File: src/hdl/oce_pkg.sv
// ----------------------------------------------------------------------------
// oce_pkg
// Shared types and constants for the object centroid and extent block.
// ----------------------------------------------------------------------------
package oce_pkg;

    localparam int SCALE_BITS  = 16;
    localparam int SIZE_BITS   = 32;
    localparam logic [SCALE_BITS-1:0] SCALE_RESET = 16'd256;

    // controller to datapath
    typedef struct packed {
        logic accumulate;   // take the accepted word into sums and corners
        logic finish_load;  // latch dividends, divisor and squared diagonal
        logic div_step;     // one restoring divide step on all axes
        logic sqrt_step;    // one square root step
        logic scale_mul;    // register the scaled size
        logic result_load;  // move the finished result to the output register
        logic clear;        // return accumulators to reset values
    } oce_cmd_t;

    // datapath to controller
    typedef struct packed {
        logic count_zero;
    } oce_status_t;

endpackage

File: src/hdl/oce_ctrl.sv
// ----------------------------------------------------------------------------
// oce_ctrl
// Sequencer: accumulate vertices, then run divide, square root and scale.
// ----------------------------------------------------------------------------
module oce_ctrl #(
    parameter int DIV_STEPS  = 41,
    parameter int SQRT_STEPS = 34
) (
    input  logic                  clk,
    input  logic                  rst_n,
    input  logic                  in_valid,
    input  logic                  in_last,
    output logic                  in_ready,
    output logic                  out_valid,
    input  logic                  out_ready,
    output oce_pkg::oce_cmd_t     cmd,
    input  oce_pkg::oce_status_t  status
);
    localparam logic [2:0] ST_ACC  = 3'd0;
    localparam logic [2:0] ST_LOAD = 3'd1;
    localparam logic [2:0] ST_DIV  = 3'd2;
    localparam logic [2:0] ST_SQRT = 3'd3;
    localparam logic [2:0] ST_MUL  = 3'd4;
    localparam logic [2:0] ST_DONE = 3'd5;
    localparam int CW = $clog2(DIV_STEPS + SQRT_STEPS + 1);

    logic [2:0]    state_reg, state_next;
    logic [CW-1:0] cnt_reg, cnt_next;
    logic          ov_reg, ov_next;
    logic          take;

    assign in_ready  = (state_reg == ST_ACC);
    assign out_valid = ov_reg;
    assign take      = in_valid && in_ready;

    always_comb
    begin
        state_next = state_reg;
        cnt_next   = cnt_reg;
        ov_next    = ov_reg;
        cmd        = '0;
        if (ov_reg && out_ready)
        begin
            ov_next = 1'b0;
        end
        unique case (state_reg)
            ST_ACC:
            begin
                cmd.accumulate = take;
                if (take && in_last)
                begin
                    state_next = ST_LOAD;
                end
            end
            ST_LOAD:
            begin
                cmd.finish_load = 1'b1;
                cnt_next   = '0;
                state_next = ST_DIV;
            end
            ST_DIV:
            begin
                cmd.div_step = 1'b1;
                cnt_next = cnt_reg + 1'b1;
                if (cnt_reg == CW'(DIV_STEPS - 1))
                begin
                    cnt_next   = '0;
                    state_next = ST_SQRT;
                end
            end
            ST_SQRT:
            begin
                cmd.sqrt_step = 1'b1;
                cnt_next = cnt_reg + 1'b1;
                if (cnt_reg == CW'(SQRT_STEPS - 1))
                begin
                    state_next = ST_MUL;
                end
            end
            ST_MUL:
            begin
                cmd.scale_mul = 1'b1;
                state_next = ST_DONE;
            end
            ST_DONE:
            begin
                // hold until the output register is free
                if (!ov_reg || out_ready)
                begin
                    cmd.result_load = 1'b1;
                    cmd.clear       = 1'b1;
                    ov_next    = 1'b1;
                    state_next = ST_ACC;
                end
            end
            default:
            begin
                state_next = ST_ACC;
            end
        endcase
    end

    always_ff @(posedge clk or negedge rst_n)
    begin
        if (!rst_n)
        begin
            state_reg <= ST_ACC;
            cnt_reg   <= '0;
            ov_reg    <= 1'b0;
        end
        else
        begin
            state_reg <= state_next;
            cnt_reg   <= cnt_next;
            ov_reg    <= ov_next;
        end
    end

    logic unused_status;
    assign unused_status = status.count_zero;
endmodule

File: config.mk
export PLATFORM = sky130hd
export DESIGN_NAME = oce_ctrl
export DESIGN_NICKNAME = d
export VERILOG_FILES = /design/src/hdl/oce_pkg.sv /design/src/hdl/oce_ctrl.sv
export SDC_FILE = /design/constraint.sdc
export NUM_CORES = 1
export LEC_CHECK = 0
export BUFFER_PORTS_ARGS = -buffer_cell sky130_fd_sc_hd__buf_2
export CORE_MARGIN = 2
export CORE_UTILIZATION = 40
export DETAILED_ROUTE_END_ITERATION = 12
export PLACE_DENSITY_LB_ADDON = 0.25
export SLEW_MARGIN = 20
export SYNTH_ARGS = -nofsm -noshare
export SYNTH_HDL_FRONTEND = slang
export SYNTH_SLANG_ARGS = --single-unit
export TNS_END_PERCENT = 100
File: constraint.sdc
create_clock -name clk -period 2.3 [get_ports clk]
set_clock_uncertainty 0.05 [all_clocks]
set_input_delay 0.115 -clock clk [delete_from_list [all_inputs] [get_ports clk]]
set_output_delay 0.115 -clock clk [all_outputs]
set_load 0.02 [all_outputs]
Yosys cells after proc, flatten, opt, wreduce, memory -nomap -nowiden
Cells that the tools add are included.
{"block": "word_totals", "reg_bits": 11, "input_bits": 6, "word_cells": 40}
{"block": "op_classes", "add_sub_neg": 1, "muxes": 17, "n_reduce_logical": 8, "eq_ne": 11}
{"cell": "one-hot mux 7 bit (3 select lines)", "n": 1}
{"cell": "one-hot mux 3 bit (6 select lines)", "n": 1}
{"cell": "== test 7 x 6 -> 1 bit, second input constant", "n": 2}
{"cell": "two-way mux 3 bit", "n": 4}
{"cell": "two-way mux 1 bit", "n": 8}
{"cell": "adder 7 x 1 -> 7 bit, second input constant", "n": 1}
{"cell": "two-way mux 7 bit", "n": 1}
{"cell": "== test 3 x 2 -> 1 bit, second input constant", "n": 2}
{"cell": "== test 3 bit, second input constant", "n": 2}
{"cell": "!= test 2 bit, second input constant", "n": 3}
{"cell": "two-way mux 2 bit", "n": 2}
{"cell": "AND reduction 4 bit", "n": 1}
{"cell": "== test 3 x 1 -> 1 bit, second input constant", "n": 1}
{"cell": "logical AND 1 bit", "n": 3}
{"cell": "logical NOT 3 bit", "n": 1}
{"cell": "nonzero test 3 bit", "n": 1}
{"cell": "!= test 2 x 1 -> 1 bit, second input constant", "n": 1}
{"cell": "logical NOT 1 bit", "n": 1}
{"cell": "logical OR 1 bit", "n": 1}

Logic depth before layout (Yosys ltp)
Gate-level depths: netlist of run 1.
{"block": "depth", "word_depth": 5, "ltp_mapped": 5, "ltp_nobuf": 5}

Worst setup path before layout of run 1
No wires, ideal clock.
{"block": "synth_path", "path_kind": "reg-to-output", "start": "register state_reg[0]", "end": "output port cmd[1] in the netlist's numbering", "stages_incl_launch_ff": 6, "path_buffers": 2, "arrival_ps": 1501, "slack_ps": 634, "path_cell_list": "dfrtp_1 > buf_2 > inv_1 > or3_1 > nor2b_1 > buf_4"}
{"element": "from (decl)", "line_no": "oce_ctrl.sv:27", "text": "logic [2:0] state_reg, state_next;"}
{"element": "from (signal assigned)", "line_no": "oce_ctrl.sv:113", "text": "state_reg <= state_next;"}
{"element": "to (decl)", "line_no": "oce_ctrl.sv:16", "text": "output oce_pkg::oce_cmd_t cmd,"}

==> results of run 1 <==
## logic make-up (layout without fill, tap and decap cells)
kind of cell / after synthesis / in the layout / synth area share (%)
mux: 1 / 1 / 1.46
fa+ha+maj: 3 / 3 / 5.47
buf+inv: 9 / 24 / 5.83
simple gates: 36 / 36 / 31.7
flops: 11 / 11 / 40.1
compound gates: 14 / 14 / 15.5
## area by class of cell
type	count	area, sq um
multi-input combinational	54	372
tap	16	20.0
sequential	11	275
fill	145	768
clock buffer	4	26.3
timing repair buffer	14	75.1
inverter	6	22.5
## repair_timing
action                     in CTS  in global routing
hold endpoints to repair       11                  0
setup endpoints to repair       0                  0
hold buffers                    1                  0
## critical path, delay by kind of cell (launching register included)
kind / cells / cell delay (ns)
DFF: 1 / 0.51
buffers and inverters: 2 / 0.38
and+or+nand+nor: 2 / 0.56
## metrics by stage
stage | setup slack, ns | power (mW) | util (%) | cells
global placement | 0.766 | 0.710 | 48.4 | 100
CTS | 0.426 | 0.865 | 50.7 | 105
detailed placement | 0.726 | 0.727 | 48.4 | 100
global route | 0.307 | 0.926 | 50.7 | 105
floorplan | 0.634 | 0.630 | - | 74
finish | 0.423 | 0.859 | 50.7 | 105
## per-layer routing
layer | vias up | GRT usage, %
li1 | 296 | -
met1 | 289 | 20.2
met2 | 10 | 27.3
met3 | 2 | 7.14
met4 | 0 | 5.29
met5 | - | 0
## final timing paths
kind                               from            to  slack (ns)
min in group asynchronous         rst_n    cnt_reg[3]        0.19
setup / recovery           state_reg[0]        cmd[0]        0.42
setup reg to reg             cnt_reg[0]    cnt_reg[5]        0.72
hold / removal                out_ready     out_valid        0.10
hold reg to reg               out_valid     out_valid        0.49
max in group asynchronous         rst_n  state_reg[1]        1.81
## power by group through the flow
stage                     registers, mW  logic [mW]  clock network (mW)
after detailed placement          0.381       0.346                   0
after floorplan                   0.333       0.297                   0
final                             0.382       0.347               0.131
after global placement            0.379       0.330                   0
after CTS                         0.379       0.347               0.139
after global routing              0.398       0.382               0.146
## cell usage in the layout, fill, tap and decap left out, drive strengths merged, types with 3 or more instances in the layout
cell and count:
clkbuf 4, inv 6, buf 13, or3 4, ha 3, o21ai 4, nand3 8, nor2b 5
nand2 6, dfrtp 11, nor2 3
==> key figures, run 1 <==
Status
  – Status: finished, final reports clean

CTS
  – CTS resizes: 0
  – CTS max path bufs: 2
  – Post-CTS setup buffers: 0
  – CTS Buf Count: 3
  – CTS root buf: clkbuf_4
  – H-tree lvl count: 1
  – CTS tree: built
  – Worst-Skew Late Latency: 0.26 ns
  – Sink Count: 11
  – Worst-path clk slew: 0.07 ns

GRT
  – Vias in the first global route: 537
  – First-pass GRT wire length: between 2000 and 2500 um
  – Number of antenna violations at the first check in global routing: 0
  – Largest net degree at the start of global routing: 12
  – Global-route usage over all layers: 16.9%
  – Global route overflow: 0

Power and ir drop
  – Clk network pwr share: 15.3%
  – Switching share of power: 43.8%
  – PD cells: 1090 nW/um^2
  – Logic pwr share: 40.3%
  – Sequential share of power: 44.4%
  – IR drop worst, VDD: 0.000576 V
  – P_int: 0.483 mW
  – Switching pwr: around 0.38 mW
  – LEAKAGE: between 0.3 and 0.4 nW

Final layout
  – N_diodes: 0
  – Max FFs per register: 7
  – Layout area overhead: 15.1%
  – Net count of the finished layout: 99
  – Design area: 791 sq um
  – Ratio of cells with drive above 1 in the final layout: between 20% and 30%

Route
  – M1 wire length: between 700 and 800 um
  – DR DRC count: 0
  – Final ANT Viol Nets: 0
  – Wire length on met3: 56 um
  – Via count: 597
  – Detailed-router iteration count before antenna repair: 3
  – DR top layer: met4
  – Iter 0 DRT Violations: 6
  – Final WL: approximately 1500 um
  – Routed met2 length: 694 um
  – DR vias/cell: 5.69
  – DR WL/cell: 14.0 um

Synthesis
  – Netlist cell types: 30
  – Synth top area cells: dfrtp_1, nand3_1, ha_1
  – Post-Synthesis Net Count: 83
  – Register bit total from synthesis: 11
  – Syn. warnings: 0
  – Post-synth EDFFs: 0
  – Top-count cell post-synth: dfrtp_1
  – Main synth FF type: dfrtp_1
  – Mapped Avg Cell Area: 9.28 sq um
  – Ys async rst share: 100%
  – Sequential area share after synthesis: 40.1%
  – Syn Std Cell Area: 687 sq um
  – Post-synth top cells: dfrtp_1, nand3_1, inv_1, nand2_1, nor2b_1
  – Cells after Synth: 74
  – Synth top area share: 40.1%
  – Post-synth top area cell: dfrtp_1

Timing
  – Hold Slack: 0.100 ns
  – Fin crit period: 1.88 ns
  – Max-slew violations: 0
  – Final setup violation count: 0
  – Final Cycle Share: 81.6%
  – Worst-Margin Slew: roughly 0.52 ns
  – Sum Neg Setup Slack: 0 ns
  – Slew headroom: 65.0%
  – Max Fclk: 533 MHz
  – Unrepaired setup endpoints after global routing: no
  – Final number of hold-violating endpoints: 0

Placement
  – GPL Wtd Cong: ~0.75
  – Placed cell area: around 750 sq um
  – Port Buffers: 13
  – Final HPWL DP: 1090 um

Worst setup path
  – Worst path max stage delay: 0.51 ns
  – CP arrival: 1.71 ns
  – Worst setup path class: reg -> out
  – Critical path endpoint category: primary output
  – Cells along the critical path: inv_1, or3_1, nor2b_1, buf_2
  – Slowest cell on the critical path: dfrtp_1
  – Worst-path fanout max: 10
  – FF-to-FF path depth: 5
  – Crit path launch type: flop
  – Data required time of the worst path: 2.13 ns

Floorplanning
  – Initial core utilization: around 44%
  – Row Count: 14
  – Die Ht: 45.4 um
  – Core box area: approximately 1600 sq um
  – Die W: about 45 um
  – DIE AREA: about 2100 sq um
  – Top Ports: 15

Job
  – Max Cap Viol: 0

Worst hold path
  – WHS Path Cells: 3
  – Worst hold-check path type: in -> reg
No activity file was read; power rests on OpenSTA's default activity.
==> run 2, diff against run 1 <==
--- a/config.mk
+++ b/config.mk
@@ -5,6 +5,7 @@
 export SDC_FILE = /design/constraint.sdc
 export NUM_CORES = 1
 export LEC_CHECK = 0
+export ABC_AREA = 1
 export BUFFER_PORTS_ARGS = -buffer_cell sky130_fd_sc_hd__buf_2
 export CORE_MARGIN = 2
 export CORE_UTILIZATION = 40
==> constraint.sdc (replaced) <==
create_clock -name clk -period 1.55 [get_ports clk]
set_clock_uncertainty 0.05 [all_clocks]
set_input_delay 0.0775 -clock clk [delete_from_list [all_inputs] [get_ports clk]]
set_output_delay 0.0775 -clock clk [all_outputs]
set_load 0.02 [all_outputs]
==> run 2 against run 1 <==
Final area grew 14%; via count increased by 19%; first-iteration DRC count grew to 2.5 times the previous value; die area is 9.8% higher; core utilization is 0.20 points higher; sequential share of layout area decreased by 4.2 points; total power up 79%; register-to-register slack got worse by 0.58 ns; critical endpoint unchanged; largest cell class unchanged.
==> key figures, run 2 <==
Power and ir drop
  – Sequential share of power: 30.2% (was 44.4%)
  – Clk network pwr share: 12.9% (was 15.3%)
  – LEAKAGE: 0.470 nW (was 0.384 nW)
  – Logic pwr share: 57.0% (was 40.3%)
  – Switching pwr: 0.790 mW (was 0.376 mW)
  – PD cells: 1720 nW/um^2 (was 1090 nW/um^2)
  – P_int: 0.751 mW (was 0.483 mW)
  – IR drop worst, VDD: 0.000806 V (was 0.000576 V)
  – Switching share of power: 51.2% (was 43.8%)
  – Total power: 1.54 mW (was 0.859 mW)

GRT
  – Number of antenna violations at the first check in global routing: 0 (unchanged)
  – Global-route usage over all layers: 16.3% (was 16.9%)
  – Global route overflow: 0 (unchanged)
  – Vias in the first global route: 627 (was 537)
  – First-pass GRT wire length: 2610 um (was 2390 um)
  – Largest net degree at the start of global routing: 12 (unchanged)

Synthesis
  – Post-synth top cells: nand2_1, inv_1, nand3_1, nor2_1, dfrtp_1 (was dfrtp_1, nand3_1, inv_1, nand2_1, nor2b_1)
  – Sequential area share after synthesis: 36.2% (was 40.1%)
  – Netlist cell types: 18 (was 30)
  – Post-synth EDFFs: 0 (unchanged)
  – Post-Synthesis Net Count: 117 (was 83)
  – Syn. warnings: 0 (unchanged)
  – Syn Std Cell Area: 761 sq um (was 687 sq um)
  – Post-synth top area cell: dfrtp_1 (unchanged)
  – Cells after Synth: 108 (was 74)
  – Top-count cell post-synth: nand2_1 (was dfrtp_1)
  – Ys async rst share: 100% (unchanged)
  – Register bit total from synthesis: 11 (unchanged)
  – Synth top area share: 36.2% (was 40.1%)
  – Main synth FF type: dfrtp_1 (unchanged)
  – Synth top area cells: dfrtp_1, nand2_1, inv_1 (was dfrtp_1, nand3_1, ha_1)
  – Mapped Avg Cell Area: 7.04 sq um (was 9.28 sq um)

CTS
  – Worst-Skew Late Latency: 0.26 ns (about the same)
  – Sink Count: 11 (unchanged)
  – H-tree lvl count: 1 (unchanged)
  – Post-CTS setup buffers: 0 (unchanged)
  – Worst-path clk slew: 0.07 ns (about the same)
  – CTS max path bufs: 2 (unchanged)
  – CTS root buf: clkbuf_4 (unchanged)
  – CTS tree: built (unchanged)
  – CTS Buf Count: 3 (unchanged)

Final layout
  – Core Util, Final: 50.9% (was 50.7%)
  – Max FFs per register: 7 (unchanged)
  – Design area: 898 sq um (was 791 sq um)
  – Area of the multi-input gates: 408 sq um (was 372 sq um)
  – Fillers: 190 (was 145)
  – Ratio of cells with drive above 1 in the final layout: 25.6% (was 23.6%)
  – N_diodes: 0 (unchanged)
  – Most frequent cells in the layout: nand2_1, inv_1, buf_2 (was buf_2, dfrtp_1, nand3_1)
  – Register area: 275 sq um (unchanged)
  – Net count of the finished layout: 135 (was 99)
  – Layout area overhead: 18.1% (was 15.1%)
  – Most common cell after layout, fill and taps aside: nand2_1 (was buf_2)
  – Fin cells: 150 (was 105)

Floorplanning
  – Top Ports: 15 (unchanged)
  – Die Ht: 47.6 um (was 45.4 um)
  – DIE AREA: 2270 sq um (was 2060 sq um)
  – Initial core utilization: 43.1% (was 44.1%)
  – Die W: 47.6 um (was 45.4 um)
  – Core box area: 1760 sq um (was 1560 sq um)
  – Row Count: 15 (was 14)

Placement
  – Placed cell area: 850 sq um (was 754 sq um)
  – Inst Count DP: 145 (was 100)
  – Setup WS pre-CTS: 0.112 ns (was 0.726 ns)
  – Final HPWL DP: 1220 um (was 1090 um)
  – Port Buffers: 13 (unchanged)
  – GPL Wtd Cong: 0.808 (was 0.748)

Timing
  – Max Fclk: 709 MHz
  – Worst-Margin Slew: 0.357 ns (was 0.522 ns)
  – Slew headroom: 76.1% (was 65.0%)
  – Unrepaired setup endpoints after global routing: no (unchanged)
  – Max-slew violations: 0 (unchanged)
  – Fin crit period: 1.41 ns
  – Final WS setup: 0.141 ns (was 0.423 ns)
  – Hold Slack: 0.0813 ns (was 0.100 ns)
  – Final Cycle Share: 90.9%
  – Sum Neg Setup Slack: 0 ns (unchanged)
  – Final setup violation count: 0 (unchanged)
  – Final number of hold-violating endpoints: 0 (unchanged)

Worst setup path
  – FF-to-FF End: cnt_reg[1] (was cnt_reg[5])
  – Crit path launch type: flop (unchanged)
  – Crit path buf inv count: 2 (unchanged)
  – Worst-path fanout max: 4 (was 10)
  – Worst setup path class: reg -> out (unchanged)
  – Slowest cell on the critical path: dfrtp_1 (unchanged)
  – Critical path endpoint category: primary output (unchanged)
  – Worst path depth: 4 (unchanged)
  – CP delay by family, top: flip-flops (was simple AND/OR/NAND/NOR gates)
  – R2R setup slack: 0.14 ns (was 0.72 ns)
  – Worst R2R Start: cnt_reg[0] (unchanged)
  – CP arrival: 1.28 ns (was 1.71 ns)
  – Worst setup path endpoint: cmd[0] (unchanged)
  – Data required time of the worst path: 1.42 ns (was 2.13 ns)
  – FF-to-FF path depth: 7 (was 5)
  – Cells along the critical path: inv_2, nand3_2, a21oi_1, buf_2 (was inv_1, or3_1, nor2b_1, buf_2)
  – Worst path max stage delay: 0.43 ns (was 0.51 ns)
  – Setup crit start: state_reg[1] (was state_reg[0])

Route
  – Final ANT Viol Nets: 0 (unchanged)
  – Final WL: 1530 um (was 1470 um)
  – DR DRC count: 0 (unchanged)
  – Iter 0 DRT Violations: 15 (was 6)
  – DR WL/cell: 10.2 um (was 14.0 um)
  – DR vias/cell: 4.75 (was 5.69)
  – Via count: 712 (was 597)
  – Detailed-router iteration count before antenna repair: 5 (was 3)

Worst hold path
  – Worst hold-check path type: in -> reg (unchanged)

Status
  – Status: finished, final reports clean (unchanged)

Job
  – Max Cap Viol: 0 (unchanged)
## run 2: power groups by stage
stage          Sequential, mW  Clock, mW  Combinational (mW)
4_1_cts                 0.459      0.207               0.867
3_5_place_dp            0.464          0               0.863
3_3_place_gp            0.462          0               0.846
2_1_floorplan           0.454          0               0.652
5_1_grt                 0.480      0.220                1.02
6_report                0.465      0.198               0.878
## run 2: worst min-delay path by stage
stage,startpoint,endpoint,slack (ns),depth (start not counted)
after floorplan,rst_n,cnt_reg[0],-0.27,0
after global placement,rst_n,cnt_reg[5],-0.09,1
after detailed placement,rst_n,cnt_reg[4],-0.09,1
after CTS,out_ready,out_valid,0.08,4
after global routing,out_ready,out_valid,0.14,4
final,out_ready,out_valid,0.08,4
## run 2: cell families after synthesis
family	Yosys count	share of synthesized area, %
DFF	11	36.2
xor gates and xnor gates	3	3.45
buffers and inverters	23	11.8
AOI/OAI and AO/OA	14	11.2
adders and majority gates	3	4.93
and+or+nand+nor	54	32.4
## run 2: area by class of cell
cell class,count,share of cell area (%)
clock buffer,4,2.92
inverter,22,9.19
multi-input combinational,74,45.4
sequential,11,30.6
tap,25,3.48
timing repair buffer,14,8.36
## run 2: worst reg2reg max path: stages (launching register included)
cell     delay, ns
dfrtp_1       0.43
inv_2         0.08
ha_1          0.14
nand3_1       0.14
o21ai_4       0.21
nand2_4       0.10
nand2_1       0.06
o21ai_0       0.08
## run 2: metal layers
metal  global-route usage, %  vias to the layer above  routed length, um
met4                    1.62                        0                  6
met1                    23.0                      315                742
met3                    4.91                        2                 76
met5                       0                        -                  0
met2                    25.7                       25                706
li1                        -                      370                  -
## run 2: what timing repair did
action,CTS,global route
gates resized for setup,0,4
setup endpoints to repair,0,10
hold buffers,1,0
endpoints found under the hold margin,11,0
